### src/design/odrp_pkg.sv
// ============================================================================
// odrp_pkg
// Shared types and constants of the diagnostic response parser: operation
// codes, service identifiers, field widths and the code table entry layout.
// ============================================================================
`default_nettype none

package odrp_pkg;

    // Field widths
    localparam int RAW_W    = 32;   // odometer raw reading
    localparam int MILE_W   = 29;   // mileage after divide by ten
    localparam int CODE_W   = 24;   // raw code bytes, right aligned
    localparam int CNT_W    = 6;    // code count
    localparam int VCNT_W   = 5;    // VIN length
    localparam int IDX_W    = 5;    // read index
    localparam int CHAR_W   = 7;    // VIN character

    // Code table size is bounded by the 5-bit read index and 6-bit count
    localparam int MAX_CODES = 32;
    localparam int CODE_AW   = $clog2(MAX_CODES);

    // Odometer scale
    localparam logic [4:0] ODO_DIVISOR = 5'd10;

    // Operations
    typedef enum logic [1:0] {
        OP_BYTE  = 2'd0,
        OP_CLEAR = 2'd1,
        OP_READ  = 2'd2
    } t_op;

    // Service and sub-function bytes
    localparam logic [7:0] SVC_OBD_DTC   = 8'h43;
    localparam logic [7:0] SVC_PID       = 8'h41;
    localparam logic [7:0] PID_ODOMETER  = 8'hA6;
    localparam logic [7:0] SVC_VEH_INFO  = 8'h49;
    localparam logic [7:0] INFO_VIN      = 8'h02;
    localparam logic [7:0] UDS_READ_DTC  = 8'h19;
    localparam logic [7:0] UDS_POS_RESP  = 8'h40;
    localparam logic [7:0] SVC_UDS_DTC   = UDS_READ_DTC | UDS_POS_RESP;
    localparam logic [7:0] UDS_DTC_BY_MASK = 8'h02;
    localparam logic [7:0] BYTE_ZERO     = 8'h00;

    // Printable VIN characters, space excluded
    localparam logic [7:0] CHAR_SPACE = 8'h20;
    localparam logic [7:0] CHAR_LAST  = 8'h7E;

    // Code kinds
    localparam logic KIND_OBD = 1'b0;
    localparam logic KIND_UDS = 1'b1;

    typedef struct packed {
        logic              kind;
        logic [CODE_W-1:0] value;
    } t_code_entry;

    localparam int ENTRY_W = $bits(t_code_entry);

endpackage

`default_nettype wire

### src/design/odrp_ram.sv
// ============================================================================
// odrp_ram
// Generic single-write, single-read synchronous RAM with registered read data.
// ============================================================================
`default_nettype none

module odrp_ram #(
    parameter int WIDTH = 8,
    parameter int DEPTH = 32,
    localparam int AW   = (DEPTH > 1) ? $clog2(DEPTH) : 1
) (
    input  wire logic             i_clk,
    input  wire logic             i_wr_en,
    input  wire logic [AW-1:0]    i_wr_addr,
    input  wire logic [WIDTH-1:0] i_wr_data,
    input  wire logic             i_rd_en,
    input  wire logic [AW-1:0]    i_rd_addr,
    output logic      [WIDTH-1:0] o_rd_data
);

    logic [WIDTH-1:0] r_mem [DEPTH];

    always_ff @(posedge i_clk) begin
        if (i_wr_en) begin
            r_mem[i_wr_addr] <= i_wr_data;
        end
        if (i_rd_en) begin
            o_rd_data <= r_mem[i_rd_addr];
        end
    end

endmodule

`default_nettype wire

### src/design/odrp_div10.sv
// ============================================================================
// odrp_div10
// Divide by ten of the odometer reading by reciprocal multiplication: the
// dividend is registered, then the quotient taken from the product is
// registered together with o_done.
// ============================================================================
`default_nettype none

module odrp_div10
    import odrp_pkg::*;
(
    input  wire logic              i_clk,
    input  wire logic              i_rst_n,
    input  wire logic              i_start,
    input  wire logic [RAW_W-1:0]  i_dividend,
    output logic                   o_done,
    output logic      [MILE_W-1:0] o_quotient
);

    localparam int PROD_W = 2 * RAW_W;
    // ceil(2^35 / 10): the product shifted right by 35 is the exact quotient
    // for every 32-bit dividend
    localparam logic [RAW_W-1:0] RECIP_10 = 32'hCCCC_CCCD;
    localparam int               SHIFT    = 35;

    logic              r_busy;
    logic              r_done;
    logic [RAW_W-1:0]  r_dividend;
    logic [MILE_W-1:0] r_quotient;

    logic [PROD_W-1:0] product;

    assign product = PROD_W'(r_dividend) * PROD_W'(RECIP_10);

    always_ff @(posedge i_clk) begin
        if (!i_rst_n) begin
            r_busy <= 1'b0;
            r_done <= 1'b0;
        end else begin
            r_busy <= i_start;
            r_done <= r_busy;
            if (i_start) begin
                r_dividend <= i_dividend;
            end
            if (r_busy) begin
                r_quotient <= product[SHIFT +: MILE_W];
            end
        end
    end

    assign o_done     = r_done;
    assign o_quotient = r_quotient;

endmodule

`default_nettype wire

### src/design/obd_diagnostic_response_parser_unit.sv
// ============================================================================
// obd_diagnostic_response_parser_unit
// Parses OBD and UDS diagnostic responses byte by byte into a code table,
// odometer mileage and VIN, and answers read and clear operations.
// ============================================================================
// Usage:
//   Input channel (i_in_valid / o_in_stall) takes one operation per transfer:
//   a message byte with its end-of-message mark, a code table clear, or a
//   read of one table entry and one VIN character. The output channel
//   (o_out_valid / i_out_stall) returns exactly one result per operation,
//   in order: counts, mileage and, for a read, the entry and character.
//   One operation is in flight at a time; o_in_stall is high from the
//   transfer until the result is loaded into the output register.
//   Steps per operation, transfer to result valid:
//     clear, plain byte, unused op : straight to the result load
//     read                         : RAM read, then the result load
//     byte completing a code       : duplicate scan, reading one table entry
//                                    per cycle, append if unmatched, load
//     byte completing the odometer : divide by ten, then the result load
//   A stalled result holds in the output register; the next operation may
//   transfer while it waits, but its own result waits for the register.
//   Synchronous reset clears counts, mileage and parse state; the table and
//   VIN memories are not cleared and are read only below their counts.
// ============================================================================
`default_nettype none

module obd_diagnostic_response_parser_unit
    import odrp_pkg::*;
#(
    parameter int MAX_MESSAGE = 256,
    parameter int VIN_CHARS   = 19
) (
    input  wire logic              i_clk,
    input  wire logic              i_rst_n,
    // operation input
    input  wire logic              i_in_valid,
    output logic                   o_in_stall,
    input  wire logic [1:0]        i_operation,
    input  wire logic [7:0]        i_data_byte,
    input  wire logic              i_end_of_message,
    input  wire logic [IDX_W-1:0]  i_read_index,
    // result output
    output logic                   o_out_valid,
    input  wire logic              i_out_stall,
    output logic      [CNT_W-1:0]  o_code_count,
    output logic      [MILE_W-1:0] o_mileage,
    output logic      [VCNT_W-1:0] o_vin_length,
    output logic                   o_entry_valid,
    output logic                   o_entry_kind,
    output logic      [CODE_W-1:0] o_entry_value,
    output logic      [CHAR_W-1:0] o_vin_char
);

    localparam int POS_W  = $clog2(MAX_MESSAGE + 1);
    localparam int VIN_AW = $clog2(VIN_CHARS);

    typedef enum logic [2:0] {
        S_IDLE,
        S_SCAN,
        S_DIV,
        S_READ,
        S_DONE
    } t_state;

    t_state r_state;

    // Parse state
    logic [POS_W-1:0]  r_pos;
    logic [7:0]        r_service;
    logic [7:0]        r_second;
    logic [23:0]       r_partial;      // last three bytes received
    logic              r_pair_stop;
    logic [CNT_W-1:0]  r_stored_count;
    logic [MILE_W-1:0] r_mileage;
    logic [VCNT_W-1:0] r_vin_count;

    // Duplicate scan
    t_code_entry       r_new_entry;
    logic [CNT_W-1:0]  r_scan_idx;
    logic              r_chk;          // RAM data of last issued read is due

    // Read operation
    logic              r_rd_hit;
    logic              r_ch_hit;
    logic              r_res_valid;
    logic              r_res_kind;
    logic [CODE_W-1:0] r_res_value;
    logic [CHAR_W-1:0] r_res_char;

    // Output register
    logic              r_out_valid;
    logic [CNT_W-1:0]  r_out_count;
    logic [MILE_W-1:0] r_out_mileage;
    logic [VCNT_W-1:0] r_out_vin_len;
    logic              r_out_entry_valid;
    logic              r_out_kind;
    logic [CODE_W-1:0] r_out_value;
    logic [CHAR_W-1:0] r_out_char;

    // ------------------------------------------------------------------
    // Byte decode at the input transfer
    // ------------------------------------------------------------------
    logic       accept;
    t_op        op;
    logic       op_byte;
    logic       pos_ok;
    logic       pos_zero;
    logic [7:0] sec_eff;
    logic       is_obd_pair;
    logic       obd_stop;
    logic       obd_add;
    logic       uds_add;
    logic       odo_done;
    logic       vin_msg;
    logic       vin_clear;
    logic       vin_keep;
    logic       table_full;
    t_code_entry new_entry;

    assign accept   = i_in_valid && !o_in_stall;
    assign op       = t_op'(i_operation);
    assign op_byte  = (op == OP_BYTE);
    assign pos_ok   = (r_pos < POS_W'(MAX_MESSAGE));
    assign pos_zero = (r_pos == '0);
    // second byte as it stands after this byte is taken
    assign sec_eff  = (r_pos == POS_W'(1)) ? i_data_byte : r_second;

    assign is_obd_pair = !pos_zero && (r_service == SVC_OBD_DTC) && !r_pos[0] && !r_pair_stop;
    assign obd_stop    = is_obd_pair && (r_partial[7:0] == BYTE_ZERO)
                         && (i_data_byte == BYTE_ZERO);
    assign obd_add     = is_obd_pair && !obd_stop;
    assign uds_add     = !pos_zero && (r_service == SVC_UDS_DTC)
                         && (sec_eff == UDS_DTC_BY_MASK)
                         && (r_pos >= POS_W'(6)) && (r_pos[1:0] == 2'b10);
    assign odo_done    = !pos_zero && (r_service == SVC_PID)
                         && (sec_eff == PID_ODOMETER) && (r_pos == POS_W'(5));
    assign vin_msg     = !pos_zero && (r_service == SVC_VEH_INFO) && (sec_eff == INFO_VIN);
    assign vin_clear   = vin_msg && (r_pos == POS_W'(2));
    assign vin_keep    = vin_msg && (r_pos >= POS_W'(3))
                         && (r_vin_count < VCNT_W'(VIN_CHARS))
                         && (i_data_byte > CHAR_SPACE) && (i_data_byte <= CHAR_LAST);
    assign table_full  = (r_stored_count >= CNT_W'(MAX_CODES));

    always_comb begin
        new_entry = '0;
        if (uds_add) begin
            new_entry.kind  = KIND_UDS;
            new_entry.value = r_partial;
        end else begin
            new_entry.kind  = KIND_OBD;
            new_entry.value = {8'h00, r_partial[7:0], i_data_byte};
        end
    end

    // ------------------------------------------------------------------
    // Code table memory: lookup reads during the scan, entry reads on a
    // read operation, append write at the end of an unmatched scan
    // ------------------------------------------------------------------
    logic                scan_rd;
    logic                code_rd_en;
    logic [CODE_AW-1:0]  code_rd_addr;
    logic                code_wr_en;
    logic [ENTRY_W-1:0]  code_rd_data;
    logic                scan_match;

    assign scan_rd      = (r_state == S_SCAN) && (r_scan_idx < r_stored_count);
    assign code_rd_en   = scan_rd || (accept && (op == OP_READ));
    assign code_rd_addr = (r_state == S_SCAN) ? r_scan_idx[CODE_AW-1:0]
                                              : i_read_index[CODE_AW-1:0];
    assign code_wr_en   = (r_state == S_SCAN) && !scan_rd && !r_chk;
    assign scan_match   = r_chk && (code_rd_data == r_new_entry);

    odrp_ram #(
        .WIDTH (ENTRY_W),
        .DEPTH (MAX_CODES)
    ) u_code_ram (
        .i_clk     (i_clk),
        .i_wr_en   (code_wr_en),
        .i_wr_addr (r_stored_count[CODE_AW-1:0]),
        .i_wr_data (r_new_entry),
        .i_rd_en   (code_rd_en),
        .i_rd_addr (code_rd_addr),
        .o_rd_data (code_rd_data)
    );

    // ------------------------------------------------------------------
    // VIN memory: append on a kept character, read on a read operation
    // ------------------------------------------------------------------
    logic              vin_wr_en;
    logic              vin_rd_en;
    logic [CHAR_W-1:0] vin_rd_data;

    assign vin_wr_en = accept && op_byte && pos_ok && vin_keep;
    assign vin_rd_en = accept && (op == OP_READ);

    odrp_ram #(
        .WIDTH (CHAR_W),
        .DEPTH (VIN_CHARS)
    ) u_vin_ram (
        .i_clk     (i_clk),
        .i_wr_en   (vin_wr_en),
        .i_wr_addr (r_vin_count[VIN_AW-1:0]),
        .i_wr_data (i_data_byte[CHAR_W-1:0]),
        .i_rd_en   (vin_rd_en),
        .i_rd_addr (i_read_index[VIN_AW-1:0]),
        .o_rd_data (vin_rd_data)
    );

    // ------------------------------------------------------------------
    // Odometer divide by ten
    // ------------------------------------------------------------------
    logic              div_start;
    logic              div_done;
    logic [MILE_W-1:0] div_quot;

    assign div_start = accept && op_byte && pos_ok && odo_done;

    odrp_div10 u_div10 (
        .i_clk      (i_clk),
        .i_rst_n    (i_rst_n),
        .i_start    (div_start),
        .i_dividend ({r_partial, i_data_byte}),
        .o_done     (div_done),
        .o_quotient (div_quot)
    );

    // ------------------------------------------------------------------
    // Sequencer, state and output register
    // ------------------------------------------------------------------
    always_ff @(posedge i_clk) begin
        if (!i_rst_n) begin
            r_state        <= S_IDLE;
            r_pos          <= '0;
            r_service      <= '0;
            r_second       <= '0;
            r_partial      <= '0;
            r_pair_stop    <= 1'b0;
            r_stored_count <= '0;
            r_mileage      <= '0;
            r_vin_count    <= '0;
            r_chk          <= 1'b0;
            r_out_valid    <= 1'b0;
        end else begin
            // retire a result taken by the receiver
            if (r_out_valid && !i_out_stall) begin
                r_out_valid <= 1'b0;
            end

            unique case (r_state)
                S_IDLE: begin
                    if (accept) begin
                        r_res_valid <= 1'b0;
                        r_res_kind  <= 1'b0;
                        r_res_value <= '0;
                        r_res_char  <= '0;
                        r_state     <= S_DONE;
                        case (op)
                            OP_BYTE: begin
                                if (pos_ok) begin
                                    if (pos_zero) begin
                                        r_service <= i_data_byte;
                                    end
                                    if (r_pos == POS_W'(1)) begin
                                        r_second <= i_data_byte;
                                    end
                                    if (obd_stop) begin
                                        r_pair_stop <= 1'b1;
                                    end
                                    if (vin_clear) begin
                                        r_vin_count <= '0;
                                    end else if (vin_keep) begin
                                        r_vin_count <= r_vin_count + 1'b1;
                                    end
                                    r_partial <= {r_partial[15:0], i_data_byte};
                                    r_pos     <= r_pos + 1'b1;
                                    if ((obd_add || uds_add) && !table_full) begin
                                        r_new_entry <= new_entry;
                                        r_scan_idx  <= '0;
                                        r_chk       <= 1'b0;
                                        r_state     <= S_SCAN;
                                    end else if (odo_done) begin
                                        r_state <= S_DIV;
                                    end
                                end
                                // end of message restarts the parse
                                if (i_end_of_message) begin
                                    r_pos       <= '0;
                                    r_pair_stop <= 1'b0;
                                end
                            end
                            OP_CLEAR: begin
                                r_stored_count <= '0;
                            end
                            OP_READ: begin
                                r_rd_hit <= ({1'b0, i_read_index} < r_stored_count);
                                r_ch_hit <= (i_read_index < r_vin_count);
                                r_state  <= S_READ;
                            end
                            default: begin
                            end
                        endcase
                    end
                end

                S_SCAN: begin
                    // one table entry read per cycle, compared in the cycle after its read
                    r_chk <= scan_rd;
                    if (scan_rd) begin
                        r_scan_idx <= r_scan_idx + 1'b1;
                    end
                    if (scan_match) begin
                        r_state <= S_DONE;
                    end else if (code_wr_en) begin
                        r_stored_count <= r_stored_count + 1'b1;
                        r_state        <= S_DONE;
                    end
                end

                S_DIV: begin
                    if (div_done) begin
                        r_mileage <= div_quot;
                        r_state   <= S_DONE;
                    end
                end

                S_READ: begin
                    r_res_valid <= r_rd_hit;
                    if (r_rd_hit) begin
                        r_res_kind  <= code_rd_data[ENTRY_W-1];
                        r_res_value <= code_rd_data[CODE_W-1:0];
                    end
                    if (r_ch_hit) begin
                        r_res_char <= vin_rd_data;
                    end
                    r_state <= S_DONE;
                end

                S_DONE: begin
                    // load once the output register is free
                    if (!r_out_valid || !i_out_stall) begin
                        r_out_valid       <= 1'b1;
                        r_out_count       <= r_stored_count;
                        r_out_mileage     <= r_mileage;
                        r_out_vin_len     <= r_vin_count;
                        r_out_entry_valid <= r_res_valid;
                        r_out_kind        <= r_res_kind;
                        r_out_value       <= r_res_value;
                        r_out_char        <= r_res_char;
                        r_state           <= S_IDLE;
                    end
                end

                default: begin
                    r_state <= S_IDLE;
                end
            endcase
        end
    end

    assign o_in_stall    = (r_state != S_IDLE);
    assign o_out_valid   = r_out_valid;
    assign o_code_count  = r_out_count;
    assign o_mileage     = r_out_mileage;
    assign o_vin_length  = r_out_vin_len;
    assign o_entry_valid = r_out_entry_valid;
    assign o_entry_kind  = r_out_kind;
    assign o_entry_value = r_out_value;
    assign o_vin_char    = r_out_char;

endmodule

`default_nettype wire

### config.mk
export PLATFORM = sky130hd
export DESIGN_NAME = obd_diagnostic_response_parser_unit
export DESIGN_NICKNAME = d
export VERILOG_FILES = /design/src/design/odrp_pkg.sv /design/src/design/odrp_ram.sv /design/src/design/odrp_div10.sv /design/src/design/obd_diagnostic_response_parser_unit.sv
export SDC_FILE = /design/constraint.sdc
export NUM_CORES = 2
export LEC_CHECK = 0
export BUFFER_PORTS_ARGS = -buffer_cell sky130_fd_sc_hd__buf_2
export CAP_MARGIN = 25
export CORE_ASPECT_RATIO = 1.25
export CORE_MARGIN = 5
export CORE_UTILIZATION = 50
export CTS_CLUSTER_SIZE = 40
export DETAILED_ROUTE_END_ITERATION = 8
export PLACE_DENSITY = 0.7
export SLEW_MARGIN = 20
export SYNTH_ARGS = -nofsm -noshare
export SYNTH_HDL_FRONTEND = slang
export SYNTH_SLANG_ARGS = --single-unit
### constraint.sdc
create_clock -name i_clk -period 8.75 [get_ports i_clk]
set_input_delay 1.3125 -clock i_clk [delete_from_list [all_inputs] [get_ports i_clk]]
set_output_delay 1.3125 -clock i_clk [all_outputs]
set_load 0.02 [all_outputs]
# Word-level counts from Yosys, hierarchy flattened

Memory sizes are Yosys's and may differ from the RTL's. A register that Yosys moved wholly into a read port is not among the register bits.
Cells that the tools add are included.

Bits in registers: 297
Memory bits (writable): 933
Bits of input ports: 20
Output and inout bits: 75
Word-level logic and storage cells: 206
Memories: 2

$add $sub $neg: 4
$mul: 1
Magnitude comparators: 10
Eq/ne operators: 30
Mux-type cells: 53
Reductions and logical operators: 74

Memory list:

| memory           | depth | bits a word | rd ports | clocked after Yosys merged registers in | write ports | line           | source |
|---|---|---|---|---|---|---|---|
| u_code_ram.r_mem | 32    | 25          | 1        | 1                                       | 1           | odrp_ram.sv:21 | `logic [WIDTH-1:0] r_mem [DEPTH];` |
| u_vin_ram.r_mem  | 19    | 7           | 1        | 1                                       | 1           | odrp_ram.sv:21 |  |

Operators with widths:

| operator                                            | number |
|---|---|
| multiplier 32 x 32 -> 64 bit, second input constant | 1 |
| two-way mux 6 bit                                   | 9 |
| two-way mux 24 bit                                  | 2 |
| one-hot mux 24 bit (2 select lines)                 | 1 |
| equality test 8 x 7 -> 1 bit, second input constant | 4 |
| logical AND 1 bit                                   | 32 |
| equality test 25 bit                                | 1 |
| two-way mux 25 bit                                  | 1 |
| AND reduction 5 bit                                 | 5 |
| two-way mux 3 bit                                   | 8 |
| one-hot mux 6 bit (2 select lines)                  | 2 |
| AND reduction 4 bit                                 | 6 |
| != test 2 bit, second input constant                | 10 |
| two-way mux 9 bit                                   | 2 |
| zero test 8 bit                                     | 2 |
| two-way mux 1 bit                                   | 16 |
| two-way mux 5 bit                                   | 3 |
| one-hot mux 3 bit (5 select lines)                  | 1 |
| two-way mux 7 bit                                   | 2 |
| one-hot mux 7 bit (2 select lines)                  | 1 |
| adder 6 x 1 -> 6 bit, second input constant         | 2 |
| zero test 1 bit                                     | 10 |
| nonzero test 2 bit                                  | 5 |
| adder 9 x 1 -> 9 bit, second input constant         | 1 |
| 35 further kinds                                    | 45 |

# Depth between registers and ports, before layout

Depth in word-level cells: 16
Depth in mapped cells: 25
Depth with buffers taken out: 24

# Modules after synthesis

A second synthesis with hierarchy kept.

Cells, all modules: 4754
Area, all modules: 66078.4 um2

By module, submodules not included:

| module                              | instances | cells an instance | area each (um2) | sequential area each (um2) |
|---|---|---|---|---|
| odrp_ram at u_code_ram              | 1         | 1778              | 32078.3         | 24773.8 |
| odrp_div10                          | 1         | 1818              | 18933.2         | 1871.8 |
| obd_diagnostic_response_parser_unit | 1         | 880               | 9527.9          | 6075.8 |
| odrp_ram at u_vin_ram               | 1         | 278               | 5539.1          | 4204.0 |

# Worst setup path before layout

OpenSTA, ideal clock, no wires.

Path type: register -> register
Start point: reg u_div10.r_dividend[20]
End point: reg u_div10.r_quotient[22], in the netlist u_div10.o_quotient[22] (data pin)
Library setup time: 0.262 ns
Arrival: 6.527 ns
Required time: 8.488 ns
Setup slack: 1.961 ns
Stages on the path, launching flop included: 25
Buffers on the path: 0
Period minus slack after synthesis: 6.789 ns
Cell sequence: edfxtp_1 > ha_1 > inv_1 > fa_1 > inv_1 > fa_1 > inv_1 > fa_1 > inv_1 > fa_1 > fa_1 > fa_1 > inv_1 > fa_1 > inv_1 > ha_1 > a21oi_1 > o21ai_0 > a31oi_1 > o311ai_0 > a2111oi_0 > a21oi_1 > a211oi_1 > o21bai_1 > xor2_1

Longest elaborated chain between the ends: 1

RTL lines:

| element                      | line             | source |
|---|---|---|
| start: declaration           | odrp_div10.sv:28 | `logic [RAW_W-1:0] r_dividend;` |
| start signal: assignment     | odrp_div10.sv:43 | `r_dividend <= i_dividend;` |
| multiplier 32 x 32 -> 64 bit | odrp_div10.sv:33 | `assign product = PROD_W'(r_dividend) * PROD_W'(RECIP_10);` |
| via u_div10.product[57]      | odrp_div10.sv:31 | `logic [PROD_W-1:0] product;` |
| end signal: assignment       | odrp_div10.sv:46 | `r_quotient <= product[SHIFT +: MILE_W];` |
| end: declaration             | odrp_div10.sv:29 | `logic [MILE_W-1:0] r_quotient;` |

The timed path passes the listed nets, and every way through them passes these cells.
A chain may end at the register's enable or synchronous reset.

# Final worst setup path

Start point: reg u_div10.r_dividend[8]
End point: reg u_div10.r_quotient[28], in the netlist u_div10.o_quotient[28] (data pin)

The elaborated chain is that of the path after synthesis.

==> results.sh <==
export IMPL_rr_startpoint="u_div10.r_dividend[8]"
export IMPL_tns_ps=0
export IMPL_netlist_instances=4350
export IMPL_sequentialPowerShare_pct=53.5
export IMPL_dieWidth_um=334
export IMPL_highest_layer="met4"
export IMPL_crit_type="reg -> reg"
export IMPL_antenna_found_initial=8
export IMPL_setup_viol=0
export IMPL_hpwlAfterDp_mm=116
export IMPL_drc=0
export IMPL_drive_gt1_share_pct=12.8
export IMPL_p_per_area_mw_per_mm2=171
export IMPL_worstSetupEndpointType="flop"
export IMPL_avgRoutedWirePerCell_um=26.7
export IMPL_rrSetupSlack_ps=680
export IMPL_cts_resized=0
export IMPL_post_route_min_period_ps=8070
export IMPL_die_y_um=415
export IMPL_netlist_area_mm2=0.0657
export IMPL_htreeDepth=3
export IMPL_maxSlewHeadroom_pct=26.3
export IMPL_p_leak_nw=28.0
export IMPL_hold_viol_final=0
export IMPL_clockBufferDepth=3
export IMPL_p_sw_mw=2.72
export IMPL_grt_pass1_vias=38320
export IMPL_row_count=148
export IMPL_nets=5292
export IMPL_grtUsageTotal_pct=24.3
export IMPL_start_util_pct=50.4
export IMPL_yosysSeqAreaShare_pct=56.2
export IMPL_synth_edff_count=1165
export IMPL_min_period_over_period_pct=92.2
export IMPL_combPwrFrac_pct=5.1
export IMPL_ys_flop_type="edfxtp_1"
export IMPL_post_cts_setup_buffers=0
export IMPL_vias=36859
export IMPL_synth_top_cell_area_share_pct=53.3
export IMPL_die_area_mm2=0.139
export IMPL_tritoncts="done"
export IMPL_fin_worst_skew_ps=61.9
export IMPL_grt_setup_unrepaired="false"
export IMPL_critPathCapture="u_div10.o_quotient[28]"
export IMPL_p_int_mw=9.67
export IMPL_drtIter0Drc=3522
export IMPL_cp_start_kind="flop"
export IMPL_status="completed"
export IMPL_async_flop_share_pct=0
export IMPL_cap_violations=0
export IMPL_wl_met3_mm=11.4
export IMPL_io_pins=95
export IMPL_timing_final_ws_setup_ps=678
export IMPL_routabilityCongestion=0.966
export IMPL_cp_slowest_cell="nor4b_2"
export IMPL_ys_ff_latch=1262
export IMPL_p_sw_share_pct=21.9
export IMPL_clkTransAtPathRegs_ps=70
export IMPL_finalMaxSlewViolations=0
export IMPL_cts_sinks=1262
export IMPL_cpPeakStageDelay_ps=700
export IMPL_pwr_share_clk_pct=41.4
export IMPL_worstPathRequired_ps=9320
export IMPL_met1Wirelength_mm=64.6
export IMPL_route_met2_wl_mm=84.9
export IMPL_regToRegEndpoint="u_div10.o_quotient[28]"
export IMPL_hold_path_class="reg -> reg"
export IMPL_crit_chain="ha_1 > inv_1 > fa_1 > inv_1 > fa_1 > inv_1 > fa_1 > inv_1 > fa_1 > fa_1 > fa_1 > fa_1 > ha_1 > and3_1 > and3_1 > nand2_1 > nor4b_2 > a41oi_1 > a21boi_1 > a21oi_1 > a21o_1 > a211oi_1"
export IMPL_syn_nets=5128
export IMPL_dp_slack_ps=680
export IMPL_grt_pass1_wl_mm=250
export IMPL_yosysTopAreaCell="edfxtp_1"
export IMPL_netlist_top_cells_area="edfxtp_1 (53%), fa_1 (12%), ha_1 (7.1%), mux4_2 (5.1%), mux4_1 (3.5%)"
export IMPL_worstPathArrival_ps=8640
export IMPL_cpMostUsedCell="fa_1"
export IMPL_numCtsBuffers=115
export IMPL_crit_start="u_div10.r_dividend[8]"
export IMPL_root_buffer="clkbuf_16"
export IMPL_ys_warnings_count=0
export IMPL_grt_overflow=0
export IMPL_drtAntennaViolNets=0
export IMPL_drt_pass1_iter_count=5
export IMPL_io_buffers=94
export IMPL_grt_start_max_net_pins=106
export IMPL_area_delta_synth_final_pct=10.3
export IMPL_ys_types=81
export IMPL_finalPower_mw=12.4
export IMPL_clock_latency_ps=770
export IMPL_synth_area_per_cell_um2=15.1
export IMPL_avgViaCountPerCell=5.82
export IMPL_ctsHoldBuffers=0
export IMPL_rr_worst_depth=22
export IMPL_tightest_slew_ps=1100
export IMPL_max_freq_mhz=124
export IMPL_worstPathMaxFanout=7
export IMPL_irDropWorstVdd_mv=0.197
export IMPL_finalWirelength_mm=169
export IMPL_core_mm2=0.130
## layer usage
metal	GRT usage, %	up-vias
met2	41.4	1540
met5	0	-
met1	31.5	18983
met4	10.5	0
met3	3.47	362
li1	-	15974
## logic make-up after synthesis
kind of cell	Yosys count	synth area share, %
flops	1262	56.2
compound gates	342	3.11
fa+ha+maj	758	18.9
simple gates	900	6.25
mux	280	9.32
xor+xnor	112	1.49
buf+inv	696	4.74
## critical path: cells and delay by family, from the launching register on
kind / cells / cell delay [ps]
buf+inv: 4 / 330
flops: 1 / 600
simple gates: 4 / 1300
compound gates: 5 / 1370
fa+ha+maj: 9 / 4270
## sequential cells by signal, summed over array words and instances, names as in the netlist, 8 cells and up
register / count
o_entry_value: 24
o_mileage: 29
r_mileage: 29
r_new_entry: 25
r_partial: 24
r_pos: 9
r_res_value: 24
r_second: 8
r_service: 8
u_code_ram.o_rd_data: 25
u_code_ram.r_mem: 800
u_div10.o_quotient: 29
u_div10.r_dividend: 32
u_vin_ram.r_mem: 133
## power groups by stage
stage,Combinational (mW),Clock [mW],Sequential [mW]
after floorplan,0.429,0,6.77
after CTS,0.639,5.20,6.63
after global placement,0.628,0,6.76
after global routing,0.677,5.46,6.63
after detailed placement,0.635,0,6.76
final,0.634,5.12,6.63
## final cells by class
cell class / instances / area (um^2)
clock buffers: 144 / 3070
flip-flops and latches: 1262 / 36900
fillers: 10203 / 58000
diodes: 3 / 7.51
clock inverters: 66 / 785
inverters: 555 / 2080
multi-input cells: 2392 / 25900
repair buffers: 188 / 1430
well taps: 1725 / 2160
## synth_stat cells, types with 6 or more instances
master	count
buf_12	11
a21o_1	36
nand3_1	156
or3_1	6
mux4_1	87
nor4_1	9
o21a_1	7
nand2_1	429
nand2b_1	6
and2_1	59
and3_1	17
dfxtp_1	97
mux2_2	22
o21ai_0	61
nor3_1	16
nor2b_1	8
o21ai_1	27
nand4_1	21
xnor2_1	46
o21bai_1	6
o211ai_1	11
ha_1	372
buf_6	28
a211oi_1	15
nor2_1	140
fa_1	386
a31oi_1	11
inv_1	555
clkbuf_1	48
mux4_2	148
edfxtp_1	1165
buf_2	39
xor2_1	66
a21oi_1	132
buf_4	7
mux2i_1	20
## cells in the final DEF (no fill, tap or decap), types with 20 or more instances in the layout
cell       instances
a21o_1            36
fa_1             386
o21ai_1           27
ha_1             372
xor2_1            66
mux4_1            87
nor2_4            34
clkinv_1          20
nand2_1          427
nand3_1          156
mux2_2            22
a21oi_1          132
clkbuf_16        117
mux4_2           148
and2_1            59
buf_2             94
clkbuf_1          22
nor2_1           107
inv_1            554
dfxtp_1           97
nand4_1           21
xnor2_1           46
o21ai_0           61
buf_4             71
edfxtp_1        1165
## how the worst min path moves through the flow
| stage | startpoint | depth (start not counted) | to |
|---|---|---|---|
| final | r_res_value[4] | 0 | o_entry_value[4] |
| after global routing | r_res_value[5] | 0 | o_entry_value[5] |
| after CTS | r_res_value[4] | 0 | o_entry_value[4] |
| after detailed placement | r_res_value[2] | 0 | o_entry_value[2] |
| after global placement | r_res_value[19] | 0 | o_entry_value[19] |
| after floorplan | r_res_kind | 0 | o_entry_kind |
## through the flow
stage	hold WS, ps	utilization, %	std cells	area (um^2)
CTS	391	55.4	6320	72200
floorplan	400	-	4350	65700
global placement	404	52.3	6100	68100
global route	397	55.5	6332	72400
detailed placement	405	52.4	6110	68300
finish	393	55.5	6335	72400
Note: power is estimated with default switching activity, not from simulation.
